==> src/design/gated_audio_sample_scaler_macros.svh <==
// Assertion macros shared by the scaler modules.
// Each expects i_clk and i_rst_n in scope.
`ifndef GATED_AUDIO_SAMPLE_SCALER_MACROS_SVH
`define GATED_AUDIO_SAMPLE_SCALER_MACROS_SVH

// Same-cycle implication.
`define GASS_ASSERT_IMP(lbl, ante, cons) \
    lbl: assert property (@(posedge i_clk) disable iff (!i_rst_n) (ante) |-> (cons)) \
        else $error("gass assertion failed");

// Next-cycle implication.
`define GASS_ASSERT_NXT(lbl, ante, cons) \
    lbl: assert property (@(posedge i_clk) disable iff (!i_rst_n) (ante) |=> (cons)) \
        else $error("gass assertion failed");

`endif

==> src/design/gass_pkg.sv <==
package gass_pkg;

    localparam int PhaseW     = 21;
    localparam int OffW       = 10;
    localparam int ProdW      = 18;
    localparam int SampleW    = 8;
    localparam int PeriodW    = 16;
    localparam int LevelW     = 3;
    localparam int CfgIdxW    = 2;
    localparam int CfgDataW   = 16;
    localparam int GainW      = 16;
    localparam int VolProdW   = SampleW + GainW;

    // p / 704 = (p >> 6) / 11; the divide by 11 as a reciprocal multiply,
    // exact while p >> 6 stays below 2^15
    localparam int IntervalLog2 = 6;
    localparam int RecipW       = ProdW - IntervalLog2;
    localparam int RecipShift   = 15;
    localparam int RecipProdW   = 2 * RecipW;

    localparam logic [PhaseW-1:0]  IntervalUnits = PhaseW'(704);
    localparam logic [PhaseW-1:0]  PhaseLimit    = PhaseW'(704 + 20 * 65535);
    localparam logic [RecipW-1:0]  RecipMul      = RecipW'(2979);
    localparam logic [SampleW-1:0] CentreValue   = SampleW'(128);
    localparam logic [LevelW-1:0]  LevelFull     = LevelW'(7);

    typedef enum logic [CfgIdxW-1:0] {
        CFG_INVERT_PERIOD = 2'd0,
        CFG_VOLUME_LEVEL  = 2'd1,
        CFG_SOUND_DISABLE = 2'd2
    } t_cfg_idx;

    typedef enum logic [2:0] {
        ST_IDLE,
        ST_LOOP,
        ST_TAIL,
        ST_MUL,
        ST_DIV,
        ST_VOL
    } t_state;

    typedef enum logic [2:0] {
        OP_NONE,
        OP_LOAD,
        OP_LOOP,
        OP_TAIL,
        OP_MUL,
        OP_DIV,
        OP_VOL
    } t_op;

    typedef struct packed {
        t_op  op;
    } t_dp_ctrl;

    typedef struct packed {
        logic in_interval;
        logic loop_end;
    } t_dp_stat;

    typedef struct packed {
        logic [PeriodW-1:0] invert_period;
        logic [LevelW-1:0]  volume_level;
        logic               sound_disable;
    } t_cfg;

    function automatic logic [GainW-1:0] level_gain(input logic [LevelW-1:0] lvl);
        logic [GainW-1:0] g;
        unique case (lvl)
            3'd0:    g = 16'd8192;
            3'd1:    g = 16'd9362;
            3'd2:    g = 16'd10922;
            3'd3:    g = 16'd13107;
            3'd4:    g = 16'd16384;
            3'd5:    g = 16'd21845;
            3'd6:    g = 16'd32768;
            default: g = 16'd0;
        endcase
        return g;
    endfunction

    function automatic logic [SampleW-1:0] level_bias(input logic [LevelW-1:0] lvl);
        logic [SampleW-1:0] b;
        unique case (lvl)
            3'd0:    b = 8'd112;
            3'd1:    b = 8'd110;
            3'd2:    b = 8'd107;
            3'd3:    b = 8'd103;
            3'd4:    b = 8'd96;
            3'd5:    b = 8'd86;
            3'd6:    b = 8'd64;
            default: b = 8'd0;
        endcase
        return b;
    endfunction

endpackage

==> src/design/gass_ctrl.sv <==
`include "gated_audio_sample_scaler_macros.svh"

module gass_ctrl (
    input  logic                i_clk,
    input  logic                i_rst_n,
    input  logic                i_valid,
    output logic                o_stall,
    output logic                o_valid,
    input  logic                i_stall,
    input  gass_pkg::t_cfg      i_cfg,
    input  gass_pkg::t_dp_stat  i_stat,
    output gass_pkg::t_dp_ctrl  o_ctrl
);

    gass_pkg::t_state             r_state, n_state;
    logic                         r_out_valid, n_out_valid;
    logic                         in_xfer;

    assign o_stall = (r_state != gass_pkg::ST_IDLE);
    assign o_valid = r_out_valid;
    assign in_xfer = i_valid && !o_stall;

    always_ff @(posedge i_clk) begin
        if (!i_rst_n) begin
            r_state     <= gass_pkg::ST_IDLE;
            r_out_valid <= 1'b0;
        end else begin
            r_state     <= n_state;
            r_out_valid <= n_out_valid;
        end
    end

    always_comb begin
        n_state      = r_state;
        n_out_valid  = r_out_valid && i_stall;
        o_ctrl.op    = gass_pkg::OP_NONE;
        unique case (r_state)
            gass_pkg::ST_IDLE: begin
                if (in_xfer) begin
                    o_ctrl.op = gass_pkg::OP_LOAD;
                    if ((i_cfg.invert_period == '0) || !i_stat.in_interval) begin
                        n_state = gass_pkg::ST_VOL;
                    end else begin
                        n_state = gass_pkg::ST_LOOP;
                    end
                end
            end
            gass_pkg::ST_LOOP: begin
                o_ctrl.op = gass_pkg::OP_LOOP;
                if (i_stat.loop_end) begin
                    n_state = gass_pkg::ST_TAIL;
                end
            end
            gass_pkg::ST_TAIL: begin
                o_ctrl.op = gass_pkg::OP_TAIL;
                n_state   = gass_pkg::ST_MUL;
            end
            gass_pkg::ST_MUL: begin
                o_ctrl.op = gass_pkg::OP_MUL;
                n_state   = gass_pkg::ST_DIV;
            end
            gass_pkg::ST_DIV: begin
                o_ctrl.op = gass_pkg::OP_DIV;
                n_state   = gass_pkg::ST_VOL;
            end
            gass_pkg::ST_VOL: begin
                if (!(r_out_valid && i_stall)) begin
                    o_ctrl.op   = gass_pkg::OP_VOL;
                    n_out_valid = 1'b1;
                    n_state     = gass_pkg::ST_IDLE;
                end
            end
            default: begin
                n_state = gass_pkg::ST_IDLE;
            end
        endcase
    end

    `GASS_ASSERT_NXT(a_busy_after_xfer, in_xfer, r_state != gass_pkg::ST_IDLE)
    `GASS_ASSERT_NXT(a_valid_held, r_out_valid && i_stall, r_out_valid)
    `GASS_ASSERT_IMP(a_out_from_vol, $rose(r_out_valid), $past(r_state) == gass_pkg::ST_VOL)

endmodule

==> src/design/gass_dp.sv <==
`include "gated_audio_sample_scaler_macros.svh"

module gass_dp (
    input  logic                          i_clk,
    input  logic                          i_rst_n,
    input  gass_pkg::t_cfg                i_cfg,
    input  gass_pkg::t_dp_ctrl            i_ctrl,
    input  logic [gass_pkg::SampleW-1:0]  i_sample_byte,
    output gass_pkg::t_dp_stat            o_stat,
    output logic [gass_pkg::SampleW-1:0]  o_sample_out
);

    logic [gass_pkg::PhaseW-1:0]   r_phase, n_phase;
    logic                          r_gate_on, n_gate_on;
    logic [gass_pkg::SampleW-1:0]  r_x, n_x;
    logic [gass_pkg::OffW-1:0]     r_off, n_off;
    logic [gass_pkg::OffW-1:0]     r_prev, n_prev;
    logic [gass_pkg::ProdW-1:0]    r_prod, n_prod;
    logic [gass_pkg::SampleW-1:0]  r_out, n_out;

    logic [gass_pkg::PhaseW-1:0]     step;
    logic [gass_pkg::PhaseW-1:0]     phase_add;
    logic [gass_pkg::RecipProdW-1:0] recip_prod;
    logic [gass_pkg::VolProdW-1:0]   vol_prod;

    // 20 * period as 16p + 4p
    assign step = gass_pkg::PhaseW'({i_cfg.invert_period, 4'b0000})
                + gass_pkg::PhaseW'({i_cfg.invert_period, 2'b00});
    assign phase_add = r_phase + step;

    // divide by 704: drop six bits, then multiply by the reciprocal of 11
    assign recip_prod =
        gass_pkg::RecipProdW'(r_prod[gass_pkg::ProdW-1:gass_pkg::IntervalLog2])
        * gass_pkg::RecipProdW'(gass_pkg::RecipMul);

    assign vol_prod = gass_pkg::VolProdW'(r_x)
                    * gass_pkg::VolProdW'(gass_pkg::level_gain(i_cfg.volume_level));

    assign o_stat.in_interval = (r_phase < gass_pkg::IntervalUnits);
    assign o_stat.loop_end    = (phase_add >= gass_pkg::IntervalUnits);
    assign o_sample_out       = r_out;

    always_ff @(posedge i_clk) begin
        if (!i_rst_n) begin
            r_phase   <= '0;
            r_gate_on <= 1'b0;
        end else begin
            r_phase   <= n_phase;
            r_gate_on <= n_gate_on;
        end
    end

    always_ff @(posedge i_clk) begin
        r_x    <= n_x;
        r_off  <= n_off;
        r_prev <= n_prev;
        r_prod <= n_prod;
        r_out  <= n_out;
    end

    always_comb begin
        n_phase   = r_phase;
        n_gate_on = r_gate_on;
        n_x       = r_x;
        n_off     = r_off;
        n_prev    = r_prev;
        n_prod    = r_prod;
        n_out     = r_out;
        unique case (i_ctrl.op)
            gass_pkg::OP_NONE: begin
            end
            gass_pkg::OP_LOAD: begin
                if (i_cfg.invert_period == '0) begin
                    n_x = i_cfg.sound_disable ? gass_pkg::CentreValue : i_sample_byte;
                end else if (o_stat.in_interval) begin
                    n_x    = i_sample_byte;
                    n_off  = '0;
                    n_prev = '0;
                end else begin
                    n_x     = r_gate_on ? '0 : i_sample_byte;
                    n_phase = r_phase - gass_pkg::IntervalUnits;
                end
            end
            gass_pkg::OP_LOOP: begin
                if (!r_gate_on) begin
                    n_off = r_off + (r_phase[gass_pkg::OffW-1:0] - r_prev);
                end
                n_gate_on = !r_gate_on;
                n_prev    = r_phase[gass_pkg::OffW-1:0];
                n_phase   = phase_add;
            end
            gass_pkg::OP_TAIL: begin
                if (!r_gate_on) begin
                    n_off = r_off + (gass_pkg::OffW'(gass_pkg::IntervalUnits) - r_prev);
                end
                n_phase = r_phase - gass_pkg::IntervalUnits;
            end
            gass_pkg::OP_MUL: begin
                n_prod = gass_pkg::ProdW'(r_x) * gass_pkg::ProdW'(r_off);
            end
            gass_pkg::OP_DIV: begin
                n_x = recip_prod[gass_pkg::RecipShift +: gass_pkg::SampleW];
            end
            gass_pkg::OP_VOL: begin
                if (i_cfg.volume_level == gass_pkg::LevelFull) begin
                    n_out = r_x;
                end else begin
                    n_out = vol_prod[gass_pkg::VolProdW-1:gass_pkg::GainW]
                          + gass_pkg::level_bias(i_cfg.volume_level);
                end
            end
            default: begin
            end
        endcase
    end

    `GASS_ASSERT_IMP(a_phase_bound, 1'b1, r_phase < gass_pkg::PhaseLimit)
    `GASS_ASSERT_IMP(a_off_bound, i_ctrl.op == gass_pkg::OP_MUL, r_off <= gass_pkg::OffW'(704))
    `GASS_ASSERT_IMP(a_loop_phase, i_ctrl.op == gass_pkg::OP_LOOP, o_stat.in_interval)

endmodule

==> src/design/gated_audio_sample_scaler.sv <==
// With a zero period, or with the phase already past the interval, a transfer goes
// straight to the volume step; when the gate runs, the toggle loop on the phase adder
// (1 to 36 toggles) is followed by TAIL, one multiply and a reciprocal divide by 704,
// then the volume step. A new sample is taken only in idle, and the volume step waits
// while the output is stalled.
// Reset (sync, active low): phase and gate cleared, period 0, volume 7, sound enabled.
module gated_audio_sample_scaler (
    input  logic                           i_clk,
    input  logic                           i_rst_n,
    input  logic                           i_valid,
    output logic                           o_stall,
    input  logic [gass_pkg::SampleW-1:0]   i_sample_byte,
    output logic                           o_valid,
    input  logic                           i_stall,
    output logic [gass_pkg::SampleW-1:0]   o_sample_out,
    input  logic                           i_cfg_wr_en,
    input  logic [gass_pkg::CfgIdxW-1:0]   i_cfg_index,
    input  logic [gass_pkg::CfgDataW-1:0]  i_cfg_data
);

    logic [gass_pkg::PeriodW-1:0]  r_invert_period;
    logic [gass_pkg::LevelW-1:0]   r_volume_level;
    logic                          r_sound_disable;

    gass_pkg::t_cfg      cfg;
    gass_pkg::t_dp_ctrl  dp_ctrl;
    gass_pkg::t_dp_stat  dp_stat;

    always_ff @(posedge i_clk) begin
        if (!i_rst_n) begin
            r_invert_period <= '0;
            r_volume_level  <= gass_pkg::LevelFull;
            r_sound_disable <= 1'b0;
        end else if (i_cfg_wr_en) begin
            unique case (i_cfg_index)
                gass_pkg::CFG_INVERT_PERIOD: begin
                    r_invert_period <= i_cfg_data[gass_pkg::PeriodW-1:0];
                end
                gass_pkg::CFG_VOLUME_LEVEL: begin
                    r_volume_level <= i_cfg_data[gass_pkg::LevelW-1:0];
                end
                gass_pkg::CFG_SOUND_DISABLE: begin
                    r_sound_disable <= i_cfg_data[0];
                end
                default: begin
                end
            endcase
        end
    end

    assign cfg.invert_period = r_invert_period;
    assign cfg.volume_level  = r_volume_level;
    assign cfg.sound_disable = r_sound_disable;

    gass_ctrl u_ctrl (
        .i_clk   (i_clk),
        .i_rst_n (i_rst_n),
        .i_valid (i_valid),
        .o_stall (o_stall),
        .o_valid (o_valid),
        .i_stall (i_stall),
        .i_cfg   (cfg),
        .i_stat  (dp_stat),
        .o_ctrl  (dp_ctrl)
    );

    gass_dp u_dp (
        .i_clk         (i_clk),
        .i_rst_n       (i_rst_n),
        .i_cfg         (cfg),
        .i_ctrl        (dp_ctrl),
        .i_sample_byte (i_sample_byte),
        .o_stat        (dp_stat),
        .o_sample_out  (o_sample_out)
    );

endmodule
==> config.mk <==
export PLATFORM = sky130hd
export DESIGN_NAME = gated_audio_sample_scaler
export DESIGN_NICKNAME = d
export VERILOG_FILES = /design/src/design/gass_pkg.sv /design/src/design/gass_ctrl.sv /design/src/design/gass_dp.sv /design/src/design/gated_audio_sample_scaler.sv
export VERILOG_INCLUDE_DIRS = /design/src /design/src/design
export SDC_FILE = /design/constraint.sdc
export NUM_CORES = 1
export LEC_CHECK = 0
export BUFFER_PORTS_ARGS = -buffer_cell sky130_fd_sc_hd__buf_2
export CORE_MARGIN = 2
export CORE_UTILIZATION = 35
export CTS_CLUSTER_DIAMETER = 200
export CTS_CLUSTER_SIZE = 12
export DETAILED_ROUTE_END_ITERATION = 10
export SYNTH_ARGS = -nofsm -noshare
export SYNTH_HDL_FRONTEND = slang
export SYNTH_HIERARCHICAL = 1
export SYNTH_SLANG_ARGS = --single-unit
==> constraint.sdc <==
create_clock -name i_clk -period 6.62 [get_ports i_clk]
set_input_delay 0.662 -clock i_clk [delete_from_list [all_inputs] [get_ports i_clk]]
set_output_delay 0.662 -clock i_clk [all_outputs]
set_load 0.02 [all_outputs]
==> flow_summary.toml <==
[die]
ioPinCount = 41
die_x_um = 208.8
initial_core_util = 0.3525
dieArea_sq_um = 43610
die_y_um = 208.8
core_sq_um = 41670
fp-row-count = 75

[cts]
cts-root-buf = "clkbuf_16"
clock_sinks = 90
clk_latency_ns = 0.35
cts_hold_buffers = 0
cts-htree-levels = 3
cts_max_path_buffers = 2
cts.clk_slew.worst_paths_ns = 0.07
cts_tree = "built"
cts_buffers = 9

[detailed_routing]
wl_um = 34740
drtAntennaViolNets = 0
vias_per_cell = 4.863
via_count = 11080
wl_per_cell_um = 15.25
drt_iter0_drc = 421
drc = 0
dr.pass1.iters = 5

[global_route]
grt_antenna_before_repair = 0
grt_max_degree = 48
grt_pass1_wl_um = 58270
grtUsageTotal = 0.1653
grt_pass1_vias = 11590
gr-total-overflow = 0

[timing]
max_freq_mhz = 158.0
slew-limit-headroom = 0.3112
fin_crit_ns = 6.329
finalClockSkew_ns = 0.01017
finalSetupViolCount = 0
maxSlewViolCount = 0
fin_crit_sh = 0.9560
layout_setup_ws_ns = 0.2911
worst_pin_slew_ns = 1.033
hold_viol = 0

[synthesis]
yosysMostFrequentCell = "inv_1"
yosys-top-cells-count = "343 x inv_1, 209 x ha_1, 190 x fa_1"
synth_top_area_frac = 0.2590
ys_seq_area_frac = 0.1540
synth_seq_cells = 90
netlist_instances = 1641
synth_edf_count = 46
synth_nets = 2071
synth_warnings = 6
synthFlopType = "edfxtp_1"
synthDistinctLibCells = 77
yosysTopAreaCell = "fa_1"
synth_area_leaders = "fa_1 26%, ha_1 18%, edfxtp_1 9.4%, inv_1 8.8%, dfxtp_1 6.0%"
ys_async_sr_fraction = 0
syn_avg_cell_area_sq_um = 8.949
netlist_area_sq_um = 14690

[placement]
dp_slack_ns = -0.2121
postPlaceCellArea_sq_um = 15990
dp_hpwl_um = 29510
gp_congestion = 0.8911
numPortBuffers = 40

[setup_path]
worstSetupPathType = "reg2reg"
path_max_fanout = 8
cpPeakStageDelay_ns = 0.54
slowest_stage = "fa_1"
critPathRequiredTime_ns = 6.70
crit_arrival_ns = 6.41
endpoint_kind = "register"
cp-start-kind = "register"

[cells_and_area]
diodes = 0
drive_above_1_share = 0.1259
fin_nets = 2164
final_util = 0.3967
final_area_sq_um = 16530
area_delta_synth_final_pct = 12.55

[job]
maxCapViolCount = 0

[worst_hold_path]
worstHoldPathType = "reg2reg"

[outcome]
outcome = "completed"
## final cells by class
cell class | instances | area, sq um
Fill cell | 4268 | 25140
Timing Repair Buffer | 128 | 868.3
Sequential cell | 90 | 2270
Clock inverter | 5 | 102.6
Inverter | 344 | 1291
Multi-Input combinational cell | 1161 | 11090
Tap cell | 539 | 674.4
Clock buffer | 11 | 232.7
## critical path: cells and delay by family (launching register included)
kind	cells	cell delay, ns
buf+inv	6	0.54
xor+xnor	3	0.45
compound gates	9	1.64
fa+ha+maj	6	2.64
flops	1	0.39
simple gates	4	0.41
## path summary, 6_finish.rpt
path              slack, ns                            from  cells after the start                              to
hold / removal         0.49    u_dp/r_phase[2]$_SDFFE_PN0P_                      2    u_dp/r_phase[2]$_SDFFE_PN0P_
setup / recovery       0.29  r_volume_level[2]$_SDFFE_PN1P_                     28  u_dp/o_sample_out[7]$_DFFE_PN_
setup reg to reg       0.29  r_volume_level[2]$_SDFFE_PN1P_                     28  u_dp/o_sample_out[7]$_DFFE_PN_
hold reg to reg        0.49    u_dp/r_phase[2]$_SDFFE_PN0P_                      2    u_dp/r_phase[2]$_SDFFE_PN0P_
## state kept, by name (all words and copies together) (netlist names), 3 cells and up
signal	count
u_dp/r_phase	19
r_invert_period	16
u_dp/r_prod	12
u_dp/r_off	10
u_dp/o_sample_out	8
u_dp/r_prev	8
u_dp/r_x	8
r_volume_level	3
u_ctrl/r_state	3
## cells in the final DEF (no fill, tap or decap), drive strengths merged, types with 4 or more instances in the layout
master   count
o211ai       8
nor2        98
nand4        9
edfxtp      46
mux2i       20
fa         190
o21bai      10
inv        344
buf        128
nand3       11
a211oi      11
ha         209
a21oi       77
or2          9
or3          7
nor4        10
and3        17
a31oi        4
nand4b       6
and3b        4
o21ai       56
nor3        21
nand2      146
nand2b      19
a311oi       4
a21o        11
clkbuf      11
o21a        10
a2111oi      4
and2        66
nor3b        4
xnor2       48
nor2b       15
xor2        19
dfxtp       44
## through the flow
| step | cells | setup TNS (ns) | hold slack, ns |
|---|---|---|---|
| after floorplan | 1641 | 0 | 0.4336 |
| final | 2278 | 0 | 0.4909 |
| after global placement | 2257 | -0.1035 | 0.4666 |
| after CTS | 2273 | 0 | 0.4898 |
| after global routing | 2278 | -0.001027 | 0.5309 |
| after detailed placement | 2257 | -0.2121 | 0.4796 |
## layer usage
metal	routed length (um)	GRT usage	vias up	share of wire
met4	1230	0.05936	0	0.035
met3	1039	0.02194	49	0.030
met2	16580	0.2833	182	0.48
li1	-	-	5457	-
met1	15890	0.2137	5390	0.46
met5	0	0	-	0
## repair_timing
| action | in CTS | in global routing |
|---|---|---|
| pin swaps | 0 | 21 |
| buffers inserted | 0 | 5 |
| resized for setup | 6 | 45 |
| endpoints found under the setup margin | 2 | 3 |
## cells by family after synthesis
| kind of cell | Yosys count | synth area share |
|---|---|---|
| compound gates | 221 | 0.09764 |
| xor+xnor | 67 | 0.03996 |
| fa+ha+maj | 399 | 0.4371 |
| buf+inv | 390 | 0.1022 |
| flops | 90 | 0.1540 |
| mux | 22 | 0.01517 |
| simple gates | 452 | 0.1540 |
Power is not shown: default switching activity piles up to over one toggle a cycle in this logic, so the estimate is an artifact.
